===== src/rtl/core/pbert_pkg.sv =====
`timescale 1ns / 1ps
// ----------------------------------------------------------------------------
// Packet bit error tester package
// Shared constants, codes, request structs and gain tables for the tester.
// ----------------------------------------------------------------------------
package pbert_pkg;

    // Depth of the reference payload store.
    localparam int MaxPayload = 255;
    // Width of a byte count that can reach MaxPayload.
    localparam int PosW = $clog2(MaxPayload + 1);
    // Width of an index into the reference store.
    localparam int IdxW = $clog2(MaxPayload);
    // Width of the per-packet bit error counter.
    localparam int ErrW = 11;

    typedef enum logic [1:0] {
        MODE_LOAD  = 2'd0,
        MODE_BYTE  = 2'd1,
        MODE_END   = 2'd2,
        MODE_CLEAR = 2'd3
    } mode_t;

    // level / 20 is taken as (level * 3277) >> 16, exact for 10-bit levels.
    localparam logic [11:0] Div20Recip = 12'd3277;
    localparam int          Div20Shift = 16;
    localparam logic [4:0]  Div20      = 5'd20;

    // The linear value overflows 64 bits from decade 17, step 6 upward.
    localparam logic [5:0] SatDecade = 6'd17;
    localparam logic [4:0] SatFrac   = 5'd6;

    typedef struct packed {
        logic            en;
        logic [IdxW-1:0] addr;
        logic [7:0]      data;
    } ref_wr_t;

    typedef struct packed {
        logic            en;
        logic [IdxW-1:0] addr;
    } ref_rd_t;

    // 100 * 10^(f/20), rounded.
    function automatic logic [9:0] frac_gain(input logic [4:0] f);
        logic [9:0] g;
        case (f)
            5'd0:    g = 10'd100;
            5'd1:    g = 10'd112;
            5'd2:    g = 10'd126;
            5'd3:    g = 10'd141;
            5'd4:    g = 10'd158;
            5'd5:    g = 10'd178;
            5'd6:    g = 10'd200;
            5'd7:    g = 10'd224;
            5'd8:    g = 10'd251;
            5'd9:    g = 10'd282;
            5'd10:   g = 10'd316;
            5'd11:   g = 10'd355;
            5'd12:   g = 10'd398;
            5'd13:   g = 10'd447;
            5'd14:   g = 10'd501;
            5'd15:   g = 10'd562;
            5'd16:   g = 10'd631;
            5'd17:   g = 10'd708;
            5'd18:   g = 10'd794;
            5'd19:   g = 10'd891;
            default: g = 10'd0;
        endcase
        return g;
    endfunction

    // 10^d for the decades that do not saturate; larger decades saturate anyway.
    function automatic logic [63:0] decade_gain(input logic [5:0] d);
        logic [63:0] g;
        case (d)
            6'd0:    g = 64'd1;
            6'd1:    g = 64'd10;
            6'd2:    g = 64'd100;
            6'd3:    g = 64'd1000;
            6'd4:    g = 64'd10000;
            6'd5:    g = 64'd100000;
            6'd6:    g = 64'd1000000;
            6'd7:    g = 64'd10000000;
            6'd8:    g = 64'd100000000;
            6'd9:    g = 64'd1000000000;
            6'd10:   g = 64'd10000000000;
            6'd11:   g = 64'd100000000000;
            6'd12:   g = 64'd1000000000000;
            6'd13:   g = 64'd10000000000000;
            6'd14:   g = 64'd100000000000000;
            6'd15:   g = 64'd1000000000000000;
            6'd16:   g = 64'd10000000000000000;
            6'd17:   g = 64'd100000000000000000;
            default: g = '1;
        endcase
        return g;
    endfunction

    function automatic logic [3:0] ones_count(input logic [7:0] v);
        logic [3:0] n;
        n = '0;
        for (int i = 0; i < 8; i++) begin
            n = n + 4'(v[i]);
        end
        return n;
    endfunction

endpackage


===== src/rtl/core/packet_bit_error_tester_unit.sv =====
`timescale 1ns / 1ps
// ----------------------------------------------------------------------------
// Packet bit error tester
// Compares received payload bytes with a stored reference payload and keeps
// good/bad packet counts, a bit error total and a linear RSSI sum.
// ----------------------------------------------------------------------------
// Usage:
// Items enter on the s_ channel (valid/ready). A load item writes one byte of
// the reference payload. Received bytes are compared in order against the
// reference; the item flagged last, or an explicit end item, closes the packet
// and produces one result transfer on the m_ channel carrying the running
// totals, the packet length and a length mismatch flag against expected_length.
// A clear item zeroes the totals and drops the packet in progress.
// Throughput is one item per cycle while the pipeline has room. A result
// appears on the m_ channel once the item that closes the packet has passed
// the reference store read, the bit count, the split 64x10 RSSI gain multiply,
// the partial product merge and the 64-bit accumulate, each in its own stage.
// When the receiver stalls, the result holds and the pipeline behind it fills;
// s_ready drops only when every stage holds an item.
// Reset (synchronous, active low) empties the pipeline, clears all totals and
// expected_length, and marks the reference store as all zero at once.
// expected_length may only be written while no packet result is outstanding.
// ----------------------------------------------------------------------------
module packet_bit_error_tester_unit (
    input  logic        aclk,
    input  logic        aresetn,
    // Configuration
    input  logic        cfg_wr_en,
    input  logic [7:0]  cfg_wr_data,
    // Input channel
    input  logic        s_valid,
    output logic        s_ready,
    input  logic [1:0]  s_mode,
    input  logic [7:0]  s_position,
    input  logic [7:0]  s_data_byte,
    input  logic        s_last_byte,
    input  logic [9:0]  s_rssi_level,
    // Result channel
    output logic        m_valid,
    input  logic        m_ready,
    output logic [15:0] m_good_packets,
    output logic [15:0] m_bad_packets,
    output logic [31:0] m_bit_errors_total,
    output logic [63:0] m_rssi_linear_sum,
    output logic        m_length_mismatch,
    output logic [7:0]  m_packet_length
);
    import pbert_pkg::*;

    logic [7:0] expected_length_reg;

    // Accept stage
    mode_t           in_mode;
    logic            in_accept;
    logic            in_cmp;
    logic            in_end;
    logic [PosW-1:0] byte_pos_reg;
    logic [PosW-1:0] byte_pos_next;
    logic [PosW-1:0] in_len;
    ref_wr_t         ref_wr;
    ref_rd_t         ref_rd;
    logic [7:0]      ref_byte;

    // Stage 1: compare and count
    logic            s1_valid_reg, s1_cmp_reg, s1_end_reg, s1_clear_reg;
    logic [7:0]      s1_data_reg;
    logic [PosW-1:0] s1_len_reg;
    logic [9:0]      s1_level_reg;
    logic [ErrW-1:0] pkt_err_reg;
    logic [ErrW-1:0] err_sum;
    logic [21:0]     div_prod;
    logic [5:0]      s1_dec;
    logic [4:0]      s1_frac;

    // Stage 2: gain multiply
    logic            s2_valid_reg, s2_end_reg, s2_clear_reg;
    logic [ErrW-1:0] s2_err_reg;
    logic [PosW-1:0] s2_len_reg;
    logic [5:0]      s2_dec_reg;
    logic [4:0]      s2_frac_reg;
    logic [63:0]     dec_gain;
    logic [9:0]      fr_gain;

    // Stage 3: partial product merge
    logic            s3_valid_reg, s3_end_reg, s3_clear_reg, s3_sat_reg;
    logic [ErrW-1:0] s3_err_reg;
    logic [PosW-1:0] s3_len_reg;
    logic [41:0]     s3_lo_reg, s3_hi_reg;
    logic [63:0]     lin_value;

    // Stage 4: totals update
    logic            s4_valid_reg, s4_end_reg, s4_clear_reg;
    logic [ErrW-1:0] s4_err_reg;
    logic [PosW-1:0] s4_len_reg;
    logic [63:0]     s4_lin_reg;

    // Totals and result register
    logic            m_valid_reg;
    logic [15:0]     good_total_reg, bad_total_reg;
    logic [31:0]     error_total_reg;
    logic [63:0]     rssi_sum_reg;
    logic            mismatch_reg;
    logic [7:0]      length_reg;

    logic rdy1, rdy2, rdy3, rdy4, rdy5;

    // Each stage moves when it is empty or the stage after it moves.
    assign rdy5 = !m_valid_reg || m_ready;
    assign rdy4 = !s4_valid_reg || rdy5;
    assign rdy3 = !s3_valid_reg || rdy4;
    assign rdy2 = !s2_valid_reg || rdy3;
    assign rdy1 = !s1_valid_reg || rdy2;

    assign s_ready   = rdy1;
    assign in_accept = s_valid && s_ready;
    assign in_mode   = mode_t'(s_mode);

    always_ff @(posedge aclk) begin
        if (!aresetn) begin
            expected_length_reg <= '0;
        end else if (cfg_wr_en) begin
            expected_length_reg <= cfg_wr_data;
        end
    end

    // ------------------------------------------------------------------
    // Accept stage: store access and byte position tracking.
    // ------------------------------------------------------------------
    always_comb begin
        in_cmp        = (in_mode == MODE_BYTE) && (byte_pos_reg < PosW'(MaxPayload));
        in_end        = ((in_mode == MODE_BYTE) && s_last_byte) || (in_mode == MODE_END);
        in_len        = byte_pos_reg + PosW'(in_cmp);
        byte_pos_next = byte_pos_reg;
        case (in_mode)
            MODE_LOAD:  byte_pos_next = byte_pos_reg;
            MODE_BYTE:  byte_pos_next = s_last_byte ? '0 : in_len;
            MODE_END:   byte_pos_next = '0;
            MODE_CLEAR: byte_pos_next = '0;
            default:    byte_pos_next = byte_pos_reg;
        endcase
    end

    assign ref_wr.en   = in_accept && (in_mode == MODE_LOAD)
                         && (s_position < 8'(MaxPayload));
    assign ref_wr.addr = s_position[IdxW-1:0];
    assign ref_wr.data = s_data_byte;
    assign ref_rd.en   = in_accept && in_cmp;
    assign ref_rd.addr = byte_pos_reg[IdxW-1:0];

    pbert_ref_store u_ref_store (
        .aclk    (aclk),
        .aresetn (aresetn),
        .wr_req  (ref_wr),
        .rd_req  (ref_rd),
        .rd_data (ref_byte)
    );

    always_ff @(posedge aclk) begin
        if (!aresetn) begin
            byte_pos_reg <= '0;
            s1_valid_reg <= 1'b0;
        end else begin
            if (in_accept) begin
                byte_pos_reg <= byte_pos_next;
            end
            if (rdy1) begin
                s1_valid_reg <= in_accept && (in_mode != MODE_LOAD);
            end
        end
    end

    always_ff @(posedge aclk) begin
        if (rdy1) begin
            s1_cmp_reg   <= in_cmp;
            s1_end_reg   <= in_end;
            s1_clear_reg <= (in_mode == MODE_CLEAR);
            s1_data_reg  <= s_data_byte;
            s1_len_reg   <= in_len;
            s1_level_reg <= s_rssi_level;
        end
    end

    // ------------------------------------------------------------------
    // Stage 1: bit errors of the byte and RSSI decade split.
    // ------------------------------------------------------------------
    always_comb begin
        err_sum  = pkt_err_reg
                   + (s1_cmp_reg ? ErrW'(ones_count(s1_data_reg ^ ref_byte)) : '0);
        div_prod = 22'(s1_level_reg) * 22'(Div20Recip);
        s1_dec   = div_prod[Div20Shift +: 6];
        s1_frac  = 5'(s1_level_reg - 10'(s1_dec) * 10'(Div20));
    end

    always_ff @(posedge aclk) begin
        if (!aresetn) begin
            pkt_err_reg  <= '0;
            s2_valid_reg <= 1'b0;
        end else begin
            if (s1_valid_reg && rdy2) begin
                pkt_err_reg <= (s1_end_reg || s1_clear_reg) ? '0 : err_sum;
            end
            if (rdy2) begin
                s2_valid_reg <= s1_valid_reg && (s1_end_reg || s1_clear_reg);
            end
        end
    end

    always_ff @(posedge aclk) begin
        if (rdy2) begin
            s2_end_reg   <= s1_end_reg;
            s2_clear_reg <= s1_clear_reg;
            s2_err_reg   <= err_sum;
            s2_len_reg   <= s1_len_reg;
            s2_dec_reg   <= s1_dec;
            s2_frac_reg  <= s1_frac;
        end
    end

    // ------------------------------------------------------------------
    // Stage 2: 10^decade times the step gain, as two 32x10 products.
    // ------------------------------------------------------------------
    assign dec_gain = decade_gain(s2_dec_reg);
    assign fr_gain  = frac_gain(s2_frac_reg);

    always_ff @(posedge aclk) begin
        if (!aresetn) begin
            s3_valid_reg <= 1'b0;
        end else if (rdy3) begin
            s3_valid_reg <= s2_valid_reg;
        end
    end

    always_ff @(posedge aclk) begin
        if (rdy3) begin
            s3_end_reg   <= s2_end_reg;
            s3_clear_reg <= s2_clear_reg;
            s3_err_reg   <= s2_err_reg;
            s3_len_reg   <= s2_len_reg;
            s3_lo_reg    <= 42'(dec_gain[31:0]) * 42'(fr_gain);
            s3_hi_reg    <= 42'(dec_gain[63:32]) * 42'(fr_gain);
            s3_sat_reg   <= (s2_dec_reg > SatDecade)
                            || ((s2_dec_reg == SatDecade) && (s2_frac_reg >= SatFrac));
        end
    end

    // ------------------------------------------------------------------
    // Stage 3: merge partial products, saturating on overflow.
    // ------------------------------------------------------------------
    assign lin_value = s3_sat_reg ? '1 : (64'(s3_lo_reg) + {s3_hi_reg[31:0], 32'h0});

    always_ff @(posedge aclk) begin
        if (!aresetn) begin
            s4_valid_reg <= 1'b0;
        end else if (rdy4) begin
            s4_valid_reg <= s3_valid_reg;
        end
    end

    always_ff @(posedge aclk) begin
        if (rdy4) begin
            s4_end_reg   <= s3_end_reg;
            s4_clear_reg <= s3_clear_reg;
            s4_err_reg   <= s3_err_reg;
            s4_len_reg   <= s3_len_reg;
            s4_lin_reg   <= lin_value;
        end
    end

    // ------------------------------------------------------------------
    // Stage 4: totals. The totals double as the result payload, so they
    // only change when the result register is free or being taken.
    // ------------------------------------------------------------------
    always_ff @(posedge aclk) begin
        if (!aresetn) begin
            m_valid_reg     <= 1'b0;
            good_total_reg  <= '0;
            bad_total_reg   <= '0;
            error_total_reg <= '0;
            rssi_sum_reg    <= '0;
        end else if (rdy5) begin
            m_valid_reg <= s4_valid_reg && s4_end_reg;
            if (s4_valid_reg && s4_clear_reg) begin
                good_total_reg  <= '0;
                bad_total_reg   <= '0;
                error_total_reg <= '0;
                rssi_sum_reg    <= '0;
            end else if (s4_valid_reg && s4_end_reg) begin
                if (s4_err_reg != '0) begin
                    bad_total_reg <= bad_total_reg + 16'd1;
                end else begin
                    good_total_reg <= good_total_reg + 16'd1;
                end
                error_total_reg <= error_total_reg + 32'(s4_err_reg);
                rssi_sum_reg    <= rssi_sum_reg + s4_lin_reg;
            end
        end
    end

    always_ff @(posedge aclk) begin
        if (rdy5 && s4_valid_reg && s4_end_reg) begin
            length_reg   <= 8'(s4_len_reg);
            mismatch_reg <= (8'(s4_len_reg) != expected_length_reg);
        end
    end

    assign m_valid            = m_valid_reg;
    assign m_good_packets     = good_total_reg;
    assign m_bad_packets      = bad_total_reg;
    assign m_bit_errors_total = error_total_reg;
    assign m_rssi_linear_sum  = rssi_sum_reg;
    assign m_length_mismatch  = mismatch_reg;
    assign m_packet_length    = length_reg;

endmodule


===== src/rtl/core/pbert_ref_store.sv =====
`timescale 1ns / 1ps
// ----------------------------------------------------------------------------
// Reference payload store
// Single-port write, single-port read memory; read data is registered and
// arrives in the cycle after the read request. Per-entry written flags make never-written entries read as zero.
// ----------------------------------------------------------------------------
module pbert_ref_store (
    input  logic              aclk,
    input  logic              aresetn,
    input  pbert_pkg::ref_wr_t wr_req,
    input  pbert_pkg::ref_rd_t rd_req,
    output logic [7:0]        rd_data
);
    import pbert_pkg::*;

    logic [7:0]            mem [0:MaxPayload-1];
    logic [7:0]            mem_q_reg;
    logic [MaxPayload-1:0] written_reg;
    logic                  hit_reg;

    always_ff @(posedge aclk) begin
        if (wr_req.en) begin
            mem[wr_req.addr] <= wr_req.data;
        end
        if (rd_req.en) begin
            mem_q_reg <= mem[rd_req.addr];
        end
    end

    always_ff @(posedge aclk) begin
        if (!aresetn) begin
            written_reg <= '0;
            hit_reg     <= 1'b0;
        end else begin
            if (wr_req.en) begin
                written_reg[wr_req.addr] <= 1'b1;
            end
            if (rd_req.en) begin
                hit_reg <= written_reg[rd_req.addr];
            end
        end
    end

    assign rd_data = hit_reg ? mem_q_reg : 8'h00;

endmodule


===== config.mk =====
export PLATFORM = sky130hd
export DESIGN_NAME = packet_bit_error_tester_unit
export DESIGN_NICKNAME = d
export VERILOG_FILES = /design/src/rtl/core/pbert_pkg.sv /design/src/rtl/core/packet_bit_error_tester_unit.sv /design/src/rtl/core/pbert_ref_store.sv
export SDC_FILE = /design/constraint.sdc
export NUM_CORES = 2
export LEC_CHECK = 0
export BUFFER_PORTS_ARGS = -buffer_cell sky130_fd_sc_hd__buf_2
export CAP_MARGIN = 20
export CELL_PAD_IN_SITES_DETAIL_PLACEMENT = 0
export CELL_PAD_IN_SITES_GLOBAL_PLACEMENT = 1
export CORE_ASPECT_RATIO = 0.75
export CORE_MARGIN = 3
export CORE_UTILIZATION = 37
export DETAILED_ROUTE_END_ITERATION = 8
export HOLD_SLACK_MARGIN = 0.05
export PLACE_DENSITY = 0.6
export SLEW_MARGIN = 15
export SYNTH_ARGS = -nofsm -noshare
export SYNTH_HDL_FRONTEND = slang
export SYNTH_MEMORY_MAX_BITS = 65536
export SYNTH_SLANG_ARGS = --single-unit

===== constraint.sdc =====
create_clock -name aclk -period 20.4 [get_ports aclk]
set_input_delay 3.06 -clock aclk [delete_from_list [all_inputs] [get_ports aclk]]
set_output_delay 3.06 -clock aclk [all_outputs]
set_load 0.01 [all_outputs]

==> impl_metrics.env <==
export IMPL_status="completed"
export IMPL_drt_first_iter_violations=7580
export IMPL_synth_area_um2=129000
export IMPL_yosysUniqueCellTypes=76
export IMPL_dp_hpwl_um=229000
export IMPL_rsz0062_at_grt="no"
export IMPL_rows=187
export IMPL_drc=0
export IMPL_die_x_um=689
export IMPL_period_share_pct=41.9
export IMPL_setup_worst_path_class="input port to output pin"
export IMPL_clock_path_buffers=4
export IMPL_gp_congestion=0.836
export IMPL_crit_start="m_ready"
export IMPL_numClockSinks=2774
export IMPL_htree_levels=5
export IMPL_drv_slew=0
export IMPL_synth_fp_nets=8997
export IMPL_worstPathArrival_ns=5.48
export IMPL_min_from="s2_err_reg[6]"
export IMPL_via_count=72100
export IMPL_die_height_um=518
export IMPL_clock_fmax_ghz=0.117
export IMPL_cts_root_buf="clkbuf_16"
export IMPL_core_um2=347000
export IMPL_num_nets_final=9134
export IMPL_syn_to_final_growth_pct=12.2
export IMPL_grt_max_degree=167
export IMPL_ys_flop_type="edfxtp_1"
export IMPL_hold_buffers=0
export IMPL_skew_ns=0.0673
export IMPL_detail_route_antenna_nets=0
export IMPL_synthCells=8192
export IMPL_wl_per_cell_um=26.6
export IMPL_finalSetupTns_ns=0
export IMPL_antenna_found_initial=41
export IMPL_hold_class="register to register"
export IMPL_final_hold_viol_count=0
export IMPL_synth_area_per_cell_um2=15.8
export IMPL_reg2reg_from="s2_dec_reg[5]"
export IMPL_async_reset_ff_share_pct=0
export IMPL_die_area_um2=357000
export IMPL_track_usage_pct=19.6
export IMPL_seq_area_frac_synth_pct=60.7
export IMPL_initial_core_util_pct=37.3
export IMPL_largest_register_ffs=2040
export IMPL_first_pass_iters=5
export IMPL_slew_headroom_pct=21.9
export IMPL_crit_required_ns=17.34
export IMPL_synth_edf_count=2299
export IMPL_synth_seq_cells=2774
export IMPL_cts_tree="done"
export IMPL_cts_clk_slew_worst_paths_ns=0.06
export IMPL_viasPerCell=5.46
export IMPL_endpoint_kind="output pin"
export IMPL_layout_min_cycle_time_ns=8.54
export IMPL_ios=181
export IMPL_numCtsBuffers=289
export IMPL_critPathLaunchType="input port"
export IMPL_grt_pass1_wl_um=518000
export IMPL_port_buffers=180
export IMPL_critPathMaxFanout=44
export IMPL_timing_max_cap_violations=0
export IMPL_tightest_slew_ns=1.17
export IMPL_reg2reg_slack_ns=12.62
export IMPL_cts_setup_buffers=0
export IMPL_drive_above_1_share_pct=18.4
export IMPL_overflow=0
export IMPL_ctsResizeCount=0
export IMPL_setup_viol=0
export IMPL_nFillCells=31100
export IMPL_insertion_delay_ns=0.91
export IMPL_drt_total_wl_um=351000
export IMPL_final_util_pct=41.8
export IMPL_grt_pass1_vias=72600
export IMPL_yosys_warnings=0
path summary, 6_finish.rpt:
| path | end | depth (start not counted) |
|---|---|---|
| worst max-delay path | s_ready | 8 |
| worst min-delay path | s3_err_reg[6] | 0 |
| worst max register to register | s3_lo_reg[39] | 23 |
| worst min register to register | s3_err_reg[6] | 0 |
cells in the mapped netlist, drive strengths merged (101+ instances only):
cell type | n | area (um^2)
nand2 | 336 | 1260
a21oi | 184 | 921
nor2 | 455 | 1710
o21ai | 290 | 1450
fa | 468 | 9370
dfxtp | 475 | 9510
xnor2 | 144 | 1260
mux4 | 749 | 16900
nor2b | 304 | 1900
o21a | 281 | 2110
xor2 | 101 | 885
edfxtp | 2299 | 69000
inv | 556 | 2090
ha | 295 | 3690
clkbuf | 329 | 1230
cell families (layout without fill, tap and decap cells):
kind of cell	Yosys count	in the layout	share of synthesized area [%]
adders and majority gates	763	763	10.1
other	0	8	0
and+or+nand+nor	1569	1569	5.96
muxes	782	782	13.3
DFF	2774	2774	60.7
xor gates and xnor gates	245	245	1.66
buffers and inverters	981	1359	2.94
AOI/OAI and AO/OA	1078	1078	5.41
cells in the final DEF, fill, tap and decap left out, types with 36 or more instances in the layout:
cell type,instances
clkbuf_1,67
edfxtp_1,2299
nor2_1,453
o21bai_1,40
a22oi_1,57
xor2_1,101
xnor2_1,144
clkbuf_16,300
inv_1,554
nor2b_1,304
a21oi_1,183
nand2b_1,38
and2_1,98
a21o_1,54
dfxtp_1,464
buf_4,81
o21a_1,281
ha_1,295
fa_1,468
or2_2,56
nor3_1,58
mux4_2,749
and3_1,36
nand4_1,36
nand2_1,324
o21ai_0,284
nand3_1,80
buf_2,172
clkinv_2,59
per-stage QoR:
| step | instances | setup WS (ns) | hold WS [ns] | area [um^2] |
|---|---|---|---|---|
| floorplan | 8192 | 9.91 | 0.400 | 129000 |
| global placement | 12700 | 11.84 | 0.404 | 135000 |
| detailed placement | 12700 | 11.84 | 0.405 | 136000 |
| CTS | 13200 | 11.81 | 0.407 | 145000 |
| global route | 13200 | 11.64 | 0.418 | 145000 |
| finish | 13200 | 11.86 | 0.415 | 145000 |
area by class of cell:
class	instances	area, um^2	area share [%]
multi-input cells	4437	47300	32.6
clock buffers	385	8000	5.51
flip-flops and latches	2774	78600	54.1
clock inverters	147	1730	1.19
inverters	556	2090	1.44
repair buffers	271	1770	1.22
well taps	4630	5790	3.99
diodes	8	20.0	0.0138
critical path: stages:
cell	delay, ns
buf_2	0.10
nor2b_1	0.37
nand3_4	0.57
nor2_1	0.36
buf_4	0.29
nand2_2	0.16
buf_4	0.31
buf_2	0.21
routing by layer:
| layer | GRT usage (%) | wire length [um] | vias up |
|---|---|---|---|
| li1 | - | - | 31000 |
| met4 | 4.08 | 7110 | 10 |
| met3 | 3.89 | 28700 | 398 |
| met1 | 31.1 | 169000 | 38200 |
| met5 | 0 | 58 | - |
| met2 | 27.5 | 147000 | 2542 |
Power is not shown: default switching activity piles up to over one toggle a cycle in this logic, so the estimate is an artifact.
